--- src/mck_pkg.sv ---
// ----------------------------------------------------------------------------
// Morse character keyer package
// Character codes, run lengths and the Morse element tables.
// ----------------------------------------------------------------------------
package mck_pkg;

    localparam int CHAR_W = 8;
    localparam int RUN_W  = 4;
    localparam int LEN_W  = 3;
    localparam int ELEM_W = 5;

    localparam logic [CHAR_W-1:0] CHAR_EOM   = 8'h00;
    localparam logic [CHAR_W-1:0] CHAR_SPACE = 8'h20;
    localparam logic [CHAR_W-1:0] CHAR_0     = 8'h30;
    localparam logic [CHAR_W-1:0] CHAR_9     = 8'h39;
    localparam logic [CHAR_W-1:0] CHAR_AT    = 8'h40;
    localparam logic [CHAR_W-1:0] CHAR_UA    = 8'h41;
    localparam logic [CHAR_W-1:0] CHAR_UZ    = 8'h5A;
    localparam logic [CHAR_W-1:0] CHAR_LA    = 8'h61;
    localparam logic [CHAR_W-1:0] CHAR_LZ    = 8'h7A;
    localparam logic [CHAR_W-1:0] CASE_DIFF  = 8'h20;

    localparam logic [RUN_W-1:0] RUN_DOT      = 4'd1;
    localparam logic [RUN_W-1:0] RUN_DASH     = 4'd3;
    localparam logic [RUN_W-1:0] RUN_ELEM_GAP = 4'd1;
    localparam logic [RUN_W-1:0] RUN_CHAR_GAP = 4'd3;
    localparam logic [RUN_W-1:0] RUN_SPACE    = 4'd4;
    localparam logic [RUN_W-1:0] RUN_EOM      = 4'd11;
    localparam logic [RUN_W-1:0] RUN_OTHER    = 4'd1;

    // Element count and element bits, first element in bit 0, a dash is 1.
    typedef struct packed {
        logic [LEN_W-1:0]  len;
        logic [ELEM_W-1:0] elems;
    } code_t;

    typedef struct packed {
        logic             load;
        logic             dec;
        logic [RUN_W-1:0] value;
    } cnt_ctrl_t;

    localparam code_t LETTER_TBL [26] = '{
        '{3'd2, 5'b00010}, '{3'd4, 5'b00001}, '{3'd4, 5'b00101}, '{3'd3, 5'b00001},
        '{3'd1, 5'b00000}, '{3'd4, 5'b00100}, '{3'd3, 5'b00011}, '{3'd4, 5'b00000},
        '{3'd2, 5'b00000}, '{3'd4, 5'b01110}, '{3'd3, 5'b00101}, '{3'd4, 5'b00010},
        '{3'd2, 5'b00011}, '{3'd2, 5'b00001}, '{3'd3, 5'b00111}, '{3'd4, 5'b00110},
        '{3'd4, 5'b01011}, '{3'd3, 5'b00010}, '{3'd3, 5'b00000}, '{3'd1, 5'b00001},
        '{3'd3, 5'b00100}, '{3'd4, 5'b01000}, '{3'd3, 5'b00110}, '{3'd4, 5'b01001},
        '{3'd4, 5'b01101}, '{3'd4, 5'b00011}
    };

    localparam code_t DIGIT_TBL [10] = '{
        '{3'd5, 5'b11111}, '{3'd5, 5'b11110}, '{3'd5, 5'b11100}, '{3'd5, 5'b11000},
        '{3'd5, 5'b10000}, '{3'd5, 5'b00000}, '{3'd5, 5'b00001}, '{3'd5, 5'b00011},
        '{3'd5, 5'b00111}, '{3'd5, 5'b01111}
    };

endpackage

--- src/mck_run_counter.sv ---
// ----------------------------------------------------------------------------
// Morse character keyer run counter
// Shared down counter that times every key-on and key-off run.
// ----------------------------------------------------------------------------
module mck_run_counter
    import mck_pkg::*;
(
    input  logic             clk,
    input  logic             rst_n,
    input  cnt_ctrl_t        ctrl,
    output logic             run_last
);

    logic [RUN_W-1:0] count_reg;
    logic [RUN_W-1:0] count_next;

    always_comb
    begin
        count_next = count_reg;
        if (ctrl.load)
        begin
            count_next = ctrl.value;
        end
        else if (ctrl.dec)
        begin
            count_next = count_reg - RUN_W'(1);
        end
    end

    always_ff @(posedge clk or negedge rst_n)
    begin
        if (!rst_n)
        begin
            count_reg <= '0;
        end
        else
        begin
            count_reg <= count_next;
        end
    end

    assign run_last = (count_reg == RUN_W'(1));

endmodule

--- src/morse_character_keyer.sv ---
// ----------------------------------------------------------------------------
// Morse character keyer
// Expands one ASCII character into its Morse keying, one word per time unit.
// ----------------------------------------------------------------------------
// The slave channel takes one character per word in s_tdata. The master
// channel gives one word per time unit: m_tdata bit 0 is the key state and
// m_tlast marks the final unit of the character. Letters (either case) and
// digits follow standard timing with a three-unit trailing gap, a space gives
// four off units, code 0 gives eleven off units, '@' gives nothing and any
// other code one off unit.
// A character is accepted, then its units go out one unit per cycle while the
// receiver keeps m_tready high; '@' is accepted and sends no unit. The units
// are timed by a single down counter reloaded at each dot, dash or gap under
// a three-state sequencer.
// s_tready is high only while no character is being sent.
// When the receiver stalls, the current unit holds on the master channel and
// the sequencer waits. Reset returns the block to idle with no word pending.
// ----------------------------------------------------------------------------
module morse_character_keyer
    import mck_pkg::*;
(
    input  logic       clk,
    input  logic       rst_n,
    input  logic       s_tvalid,
    output logic       s_tready,
    input  logic [7:0] s_tdata,   // [7:0] character
    output logic       m_tvalid,
    input  logic       m_tready,
    output logic [7:0] m_tdata,   // [0] key_on, [7:1] zero
    output logic       m_tlast
);

    typedef enum logic [1:0] {
        ST_IDLE,
        ST_MARK,
        ST_GAP
    } state_t;

    state_t            state_reg,  state_next;
    logic [LEN_W-1:0]  idx_reg,    idx_next;
    logic [LEN_W-1:0]  len_reg,    len_next;
    logic [ELEM_W-1:0] elems_reg,  elems_next;
    logic              final_reg,  final_next;

    cnt_ctrl_t         cnt_ctrl;
    logic              run_last;

    logic [CHAR_W-1:0] upper;
    logic [CHAR_W-1:0] letter_off;
    logic [CHAR_W-1:0] digit_off;
    code_t             code;
    logic              is_code;
    logic              out_fire;
    logic              next_dash;

    mck_run_counter u_run_counter (
        .clk      (clk),
        .rst_n    (rst_n),
        .ctrl     (cnt_ctrl),
        .run_last (run_last)
    );

    // Character decode: fold case, then look up letters and digits.
    always_comb
    begin
        upper = s_tdata;
        if (s_tdata >= CHAR_LA && s_tdata <= CHAR_LZ)
        begin
            upper = s_tdata - CASE_DIFF;
        end
        letter_off = upper - CHAR_UA;
        digit_off  = upper - CHAR_0;
        is_code    = 1'b1;
        code       = '0;
        if (upper >= CHAR_UA && upper <= CHAR_UZ)
        begin
            code = LETTER_TBL[letter_off[4:0]];
        end
        else if (upper >= CHAR_0 && upper <= CHAR_9)
        begin
            code = DIGIT_TBL[digit_off[3:0]];
        end
        else
        begin
            is_code = 1'b0;
        end
    end

    assign out_fire  = m_tvalid && m_tready;
    assign next_dash = elems_reg[idx_reg + LEN_W'(1)];

    always_comb
    begin
        state_next     = state_reg;
        idx_next       = idx_reg;
        len_next       = len_reg;
        elems_next     = elems_reg;
        final_next     = final_reg;
        cnt_ctrl.load  = 1'b0;
        cnt_ctrl.dec   = 1'b0;
        cnt_ctrl.value = '0;

        case (state_reg)
            ST_IDLE:
            begin
                if (s_tvalid)
                begin
                    idx_next   = '0;
                    len_next   = code.len;
                    elems_next = code.elems;
                    final_next = 1'b1;
                    cnt_ctrl.load = 1'b1;
                    if (is_code)
                    begin
                        state_next     = ST_MARK;
                        final_next     = 1'b0;
                        cnt_ctrl.value = code.elems[0] ? RUN_DASH : RUN_DOT;
                    end
                    else if (upper == CHAR_SPACE)
                    begin
                        state_next     = ST_GAP;
                        cnt_ctrl.value = RUN_SPACE;
                    end
                    else if (upper == CHAR_EOM)
                    begin
                        state_next     = ST_GAP;
                        cnt_ctrl.value = RUN_EOM;
                    end
                    else if (upper == CHAR_AT)
                    begin
                        state_next = ST_IDLE;
                    end
                    else
                    begin
                        state_next     = ST_GAP;
                        cnt_ctrl.value = RUN_OTHER;
                    end
                end
            end
            ST_MARK:
            begin
                if (out_fire)
                begin
                    cnt_ctrl.dec = 1'b1;
                    if (run_last)
                    begin
                        state_next    = ST_GAP;
                        cnt_ctrl.load = 1'b1;
                        if (idx_reg == len_reg - LEN_W'(1))
                        begin
                            final_next     = 1'b1;
                            cnt_ctrl.value = RUN_CHAR_GAP;
                        end
                        else
                        begin
                            cnt_ctrl.value = RUN_ELEM_GAP;
                        end
                    end
                end
            end
            ST_GAP:
            begin
                if (out_fire)
                begin
                    cnt_ctrl.dec = 1'b1;
                    if (run_last)
                    begin
                        if (final_reg)
                        begin
                            state_next = ST_IDLE;
                        end
                        else
                        begin
                            state_next     = ST_MARK;
                            idx_next       = idx_reg + LEN_W'(1);
                            cnt_ctrl.load  = 1'b1;
                            cnt_ctrl.value = next_dash ? RUN_DASH : RUN_DOT;
                        end
                    end
                end
            end
            default:
            begin
                state_next = ST_IDLE;
            end
        endcase
    end

    always_ff @(posedge clk or negedge rst_n)
    begin
        if (!rst_n)
        begin
            state_reg <= ST_IDLE;
            idx_reg   <= '0;
            len_reg   <= '0;
            elems_reg <= '0;
            final_reg <= 1'b0;
        end
        else
        begin
            state_reg <= state_next;
            idx_reg   <= idx_next;
            len_reg   <= len_next;
            elems_reg <= elems_next;
            final_reg <= final_next;
        end
    end

    assign s_tready = (state_reg == ST_IDLE);
    assign m_tvalid = (state_reg != ST_IDLE);
    assign m_tdata  = {7'd0, (state_reg == ST_MARK)};
    assign m_tlast  = (state_reg == ST_GAP) && final_reg && run_last;

endmodule

--- config.mk ---
export PLATFORM = sky130hd
export DESIGN_NAME = morse_character_keyer
export DESIGN_NICKNAME = d
export VERILOG_FILES = /design/src/mck_pkg.sv /design/src/mck_run_counter.sv /design/src/morse_character_keyer.sv
export SDC_FILE = /design/constraint.sdc
export NUM_CORES = 1
export LEC_CHECK = 0
export BUFFER_PORTS_ARGS = -buffer_cell sky130_fd_sc_hd__buf_2
export CAP_MARGIN = 20
export CORE_UTILIZATION = 45
export DETAILED_ROUTE_END_ITERATION = 10
export SLEW_MARGIN = 30
export SYNTH_ARGS = -nofsm -noshare
export SYNTH_HDL_FRONTEND = slang
export SYNTH_SLANG_ARGS = --single-unit
--- constraint.sdc ---
create_clock -name clk -period 2.6 [get_ports clk]
set_input_delay 0.26 -clock clk [delete_from_list [all_inputs] [get_ports clk]]
set_output_delay 0.26 -clock clk [all_outputs]
set_load 0.01 [all_outputs]
* Word level (Yosys, flattened, before mapping) *
Memories as Yosys holds them, arrays and structs flattened.
Index checks and enable logic that the tools add are counted.

storage, ports and cells
  register bits after elaboration = 18
  bits in latches = 0
  RAM bits = 0
  memory bits (read-only) = 384
  output and inout bits = 11
  memories = 2

memory list
  memory            words  bits a word  read ports  clocked after memory_dff  wr ports  RTL line                     text
  (name not given)  32     8            1           0                         0         morse_character_keyer.sv:77  code = LETTER_TBL[letter_off[4:0]];
  (name not given)  16     8            1           0                         0         morse_character_keyer.sv:81  code = DIGIT_TBL[digit_off[3:0]];

operators by class
  add/subtract/negate cells = 6
  multiply operators = 0
  div/mod/pow operators = 0
  order comparisons = 9
  eq/ne operators = 13
  shifts and indexed selects = 0
  muxes and demuxes = 55
  bitwise gates (word level) = 2
  reductions and logical operators = 16

operators with widths
  operator             count
  $mux 8               7
  $mux 2               14
  $mux 4               7
  $ge 8x7->1 const B   2
  $le 8x7->1 const B   2
  $reduce_and 5->1     3
  $mux 1               14
  $mux 3               4
  $mux 6               2
  $pmux 4 s3           1
  $eq 8x6->1 const B   1
  $eq 8x7->1 const B   1
  $ge 8x6->1 const B   1
  $le 8x6->1 const B   1
  $logic_not 8->1      1
  $ne 2x2->1 const B   4
  $reduce_bool 2->1    4
  $sub 4x1->4 const B  2
  $sub 8x6->8 const B  1
  $ge 6x6->1 const B   1
  $logic_and 1x1->1    6
  $ne 2x1->1 const B   3
  $not 5->6            1
  $pmux 2 s3           1
  other kinds (16)     17

* Depth between registers and ports, before layout *
  depth in word-level cells = 15
  mapped depth = 12
  depth with buffers taken out = 10

* Modules after synthesis *
A second synthesis with hierarchy kept.

unflattened totals
  cells, all modules = 268
  area, all modules = 2,138.3 sq um

by module, submodules not included
  module                 times used  cells each  area each (sq um)  sequential area each (sq um)
  morse_character_keyer  1           246         1,895.6            350.3
  mck_run_counter        1           22          242.7              100.1

* Least setup slack after synthesis *
No wires, ideal clock.

  path type = input to register
  start = input port s_tdata[0]
  end = register u_run_counter.count_reg[1]
  arrival = 2.238 ns
  required time = 2.474 ns
  slack = 0.236 ns
  stages on the path = 11
  buffers on the path = 3
  path through = clkbuf_1 > inv_1 > ha_1 > inv_1 > ha_1 > clkbuf_1 > clkbuf_1 > a2111oi_0 > a211oi_1 > nor4_1 > nor2_1

on the way
  cells in the longest elaborated chain, start to end = 15
  elaborated cells between the ends (all ways) = 34
  those cells by class = add/sub: 3; order compare: 6; eq/ne: 1; mux: 16; bitwise: 2; reduce/logical: 4; memory: 2

ends and longest elaborated chain
  element                                          RTL line                      text
  from (decl)                                      morse_character_keyer.sv:26   input logic [7:0] s_tdata,
  $ge 8x7->1 / $le 8x7->1 (equally long branches)  morse_character_keyer.sv:67   if (s_tdata >= CHAR_LA && s_tdata <= CHAR_LZ)
  $logic_and 1x1->1                                morse_character_keyer.sv:67
  $mux 8 (*)                                       morse_character_keyer.sv:67
  $sub 4x1->4                                      morse_character_keyer.sv:72   digit_off = upper - CHAR_0;
  $not 4->5 (implied by the code)                  morse_character_keyer.sv:81
  $mem_v2 16x8                                     n/a
  $mux 8 (implied by the code) (2 in a row)        morse_character_keyer.sv:81
  $mux 8                                           morse_character_keyer.sv:79   else if (upper >= CHAR_0 && upper <= CHAR_9)
  $mux 8                                           morse_character_keyer.sv:75   if (upper >= CHAR_UA && upper <= CHAR_UZ)
  $mux 2                                           morse_character_keyer.sv:117  cnt_ctrl.value = code.elems[0] ? RUN_DASH : RUN_DOT;
  $mux 4 (*)                                       morse_character_keyer.sv:113  if (is_code)
  $mux 4 (*)                                       morse_character_keyer.sv:106  if (s_tvalid)
  $pmux 4 s3 (*)                                   morse_character_keyer.sv:103  case (state_reg)
  $mux 4 (*)                                       mck_run_counter.sv:20         if (ctrl.load)
  to (signal assigned)                             mck_run_counter.sv:38         count_reg <= count_next;
  to (decl)                                        mck_run_counter.sv:14         logic [RUN_W-1:0] count_reg;

Every way passes the cells marked *; elsewhere a longest branch is shown, timed or not. The select of a mux whose other input is x is not followed.
A chain may end at the register's enable or synchronous reset.

* Worst setup path in the final report *
  start = input port s_tdata[0]
  end = register elems_reg[0]

on the way
  cells in the longest elaborated chain, start to end = 10
  elaborated cells between the ends (all ways) = 23
  those cells by class = add/sub: 3; order compare: 6; mux: 7; bitwise: 2; reduce/logical: 3; memory: 2

ends and longest elaborated chain
  element                                          RTL line                      text
  $ge 8x7->1 / $le 8x7->1 (equally long branches)  morse_character_keyer.sv:67
  $logic_and 1x1->1                                morse_character_keyer.sv:67
  $mux 8 (*)                                       morse_character_keyer.sv:67
  $sub 4x1->4                                      morse_character_keyer.sv:72
  $not 4->5 (implied by the code)                  morse_character_keyer.sv:81
  $mem_v2 16x8                                     n/a
  $mux 8 (implied by the code) (2 in a row)        morse_character_keyer.sv:81
  $mux 8                                           morse_character_keyer.sv:79
  $mux 8 (*)                                       morse_character_keyer.sv:75
  to (signal assigned)                             morse_character_keyer.sv:204  elems_reg <= elems_next;
  to (decl)                                        morse_character_keyer.sv:42   logic [ELEM_W-1:0] elems_reg, elems_next;

Marks and branches as above.

==> run_results.csv <==
group,metric,value,unit
finish,design_area,0.00229,mm2
floorplanning,die_w,70.7,um
sta,setup_tns,0,ns
power,power.leakage,0.999,nW
setup_path,crit_path_max_incr_delay,0.39,ns
floorplanning,rows,24,
drt,drt-vias-per-instance,5.90,
finish,drive_gt1_frac,0.143,
sta,finalHoldViolCount,0,
global_route,antenna_found_initial,0,
global_route,grt_overflow_total,0,
sta,clock.fmax,475,MHz
power,clkPwrFrac,0.128,
finish,syn_to_final_growth,7.90,%
setup_path,r2r_slack,0.54,ns
clock_tree,cts_resized,0,
place,place_area,0.00224,mm2
setup_path,crit_fanout,9,
sta,setup_viol,0,
drt,vias,2000,
hold_path,hold_class,"in2reg",
clock_tree,numCtsBuffers,3,
clock_tree,cts_tree,"yes",
finish,largest_register_ffs,5,
yosys,synthAdderAreaFrac,0.0943,
sta,skew,0.00137,ns
power,p_seq_frac,0.303,
power,power.density,659,mW/mm2
sta,fin_ws,0.495,ns
sta,rsz0062_at_grt,"false",
place,routabilityCongestion,0.837,
sta,period_share,0.810,
yosys,synth_top_family_by_area,"compound AO/OA/AOI/OAI gates",
sta,worstMarginPinSlew,0.538,ns
floorplanning,floorplan.initialDensity,0.478,
place,pre_cts_slack,0.219,ns
place,dp_cells,335,
clock_tree,path_clk_slew,0.07,ns
yosys,synth.distinct_cells,59,
drt,drc_errors,0,
floorplanning,ioPinCount,23,
setup_path,cp.arrival,2.30,ns
power,intPower,0.844,mW
global_route,grt_first_pass_wirelength,9170,um
power,p_switching,0.667,mW
drt,first_pass_iters,4,
power,p_total,1.51,mW
clock_tree,cts_buffer_depth,2,
global_route,grt_max_degree,32,
clock_tree,cts_root_buf,"clkbuf_8",
sta,hold_slack,0.351,ns
yosys,synth_xor_area_frac,0.0483,
place,dp_hpwl,3900,um
yosys,ys.flop_type,"dfrtp_1",
clock_tree,clkLatencyLatePin,0.25,ns
drt,wirelength,5120,um
drt,drtAntennaViolNets,0,
finish,antenna_cells,0,
finish,instances_no_fill,339,
drt,wl_per_cell,15.1,um
setup_path,end_kind,"register",
finish,fillers,450,
finish,nNetsFinal,317,
yosys,synth-simple-area-share,0.227,
global_route,grt_pass1_vias,1938,
yosys,synth_compound_area_frac,0.292,
sta,relSlewSlack,0.632,
yosys,netlist_area,0.00212,mm2
yosys,ys_seq_area_frac,0.212,
setup_path,cp-start-kind,"input port",
yosys,synth_mux_area_frac,0.0354,
run_status,status,"finished, final reports clean",
setup_path,cp_cell_sequence,"buf_2, inv_1, ha_1, inv_1, ha_1, or3b_1, a21oi_1, a31oi_1, a211oi_1, o21ai_0, nand2_1",
sta,min_period,2.11,ns
floorplanning,die-area,0.00500,mm2
finish,final_core_util,0.515,
global_route,gr-usage-all-layers,0.227,
setup_path,cp_top_family,"compound AO/OA/AOI/OAI gates",
place,io_buffers,15,
yosys,synthArstFlopShare,1.00,
power,switching_share,0.441,
yosys,avgSynthCellArea,7.75,um2
clock_tree,htreeDepth,1,
setup_path,cp_data_required_time,2.79,ns
yosys,netlist_instances,274,
power,peakVddDrop,0.000294,V
setup_path,cp_num_buf_inv,3,
sta,slew_viol_final,0,
setup_path,worstSetupPathType,"in2reg",
power,pwr-share-comb,0.569,
run,max_cap_viol_count,0,
drt,drt_iter0_markers,100,
yosys,ys_seq_elements,18,
clock_tree,clock_sinks,18,
yosys,yosysWarnings,0,
floorplanning,die_h,70.7,um
floorplanning,coreArea,0.00444,mm2
setup_path,crit_path_top_delay_cell,"ha_1",
yosys,synth_edf_count,0,
[synth_stat cells, types with 5 or more instances]
cell type / count / share of area
nor2_1: 24 / 0.042
a31oi_1: 9 / 0.027
buf_4: 7 / 0.025
o21ai_0: 19 / 0.045
o31ai_1: 5 / 0.018
nor3_1: 10 / 0.024
ha_1: 16 / 0.094
clkbuf_1: 10 / 0.018
inv_1: 18 / 0.032
nand2_1: 24 / 0.042
nand3_1: 5 / 0.012
a21oi_1: 19 / 0.045
xnor2_1: 7 / 0.029
dfrtp_1: 18 / 0.21
[power by group through the flow]
stage          sequential [mW]  combinational [mW]  clock [mW]
3_3_place_gp             0.461               0.841           0
3_5_place_dp             0.461               0.854           0
5_1_grt                  0.473               0.979       0.214
4_1_cts                  0.456               0.861       0.195
2_1_floorplan            0.441               0.663           0
6_report                 0.457               0.860       0.193
[tightest hold or removal path, cell delays in order]
cell	delay, ns
buf_2	0.13
nand4_1	0.09
o31ai_1	0.07
[layer usage]
metal	global-route usage	routed length, um	vias up	part of all wire
met3	0.0171	166	7	0.032
met1	0.317	2490	937	0.49
li1	-	-	1010	-
met2	0.369	2370	46	0.46
met4	0.0867	91	0	0.018
met5	0	0	-	0
[placed cells by master, fill, tap and decap left out, drive strengths merged, types with 3 or more instances in the layout]
master / netlist / routed
o22ai: 4 / 4
clkbuf: 10 / 3
a2111oi: 3 / 3
o22a: 3 / 3
mux2i: 3 / 3
xnor2: 8 / 8
nand2: 25 / 25
a211oi: 3 / 3
ha: 16 / 16
and2: 4 / 4
nor2b: 4 / 4
conb: 1 / 7
a2bb2oi: 3 / 3
nor2: 24 / 24
a31oi: 9 / 9
inv: 18 / 18
o31ai: 5 / 5
a21oi: 19 / 19
buf: 12 / 25
a21o: 4 / 4
dfrtp: 18 / 18
nand3: 5 / 5
o21ai: 23 / 23
nor3: 12 / 12
[logic make-up (layout without fill, tap and decap cells)]
kind of cell / after synthesis / count (layout)
AO/OA/AOI/OAI: 92 / 92
AND/OR/NAND/NOR: 91 / 91
buffers and inverters: 40 / 47
flip-flops: 18 / 18
adder cells (fa/ha/maj): 16 / 16
XOR/XNOR: 10 / 10
multiplexers: 6 / 6
other: 1 / 7
[cell type report]
class | count | area, um2 | area share
timing repair buffer | 26 | 160 | 0.0699
tap | 52 | 65.1 | 0.0284
multi-input combinational | 222 | 1510 | 0.658
sequential | 18 | 450 | 0.197
clock buffer | 3 | 41.3 | 0.0180
inverter | 18 | 67.6 | 0.0295
[worst paths after layout]
check / startpoint / to / cells after the start
worst min register to register: elems_reg[0]$_DFFE_PN0P_ / elems_reg[0]$_DFFE_PN0P_ / 2
min in group asynchronous: rst_n / state_reg[0]$_DFFE_PN0P_ / 2
worst min-delay path: s_tvalid / state_reg[1]$_DFFE_PN0P_ / 3
worst max register to register: state_reg[0]$_DFFE_PN0P_ / u_run_counter.count_reg[0]$_DFFE_PN0P_ / 8
max in group asynchronous: rst_n / idx_reg[1]$_DFFE_PN0P_ / 2
worst max-delay path: s_tdata[0] / elems_reg[0]$_DFFE_PN0P_ / 11
[repair_timing]
item | in CTS | in global routing
hold endpoints to repair | 18 | 0
buffers inserted | 0 | 0
hold buffers | 1 | 0
(Power assumes the default switching activity.)
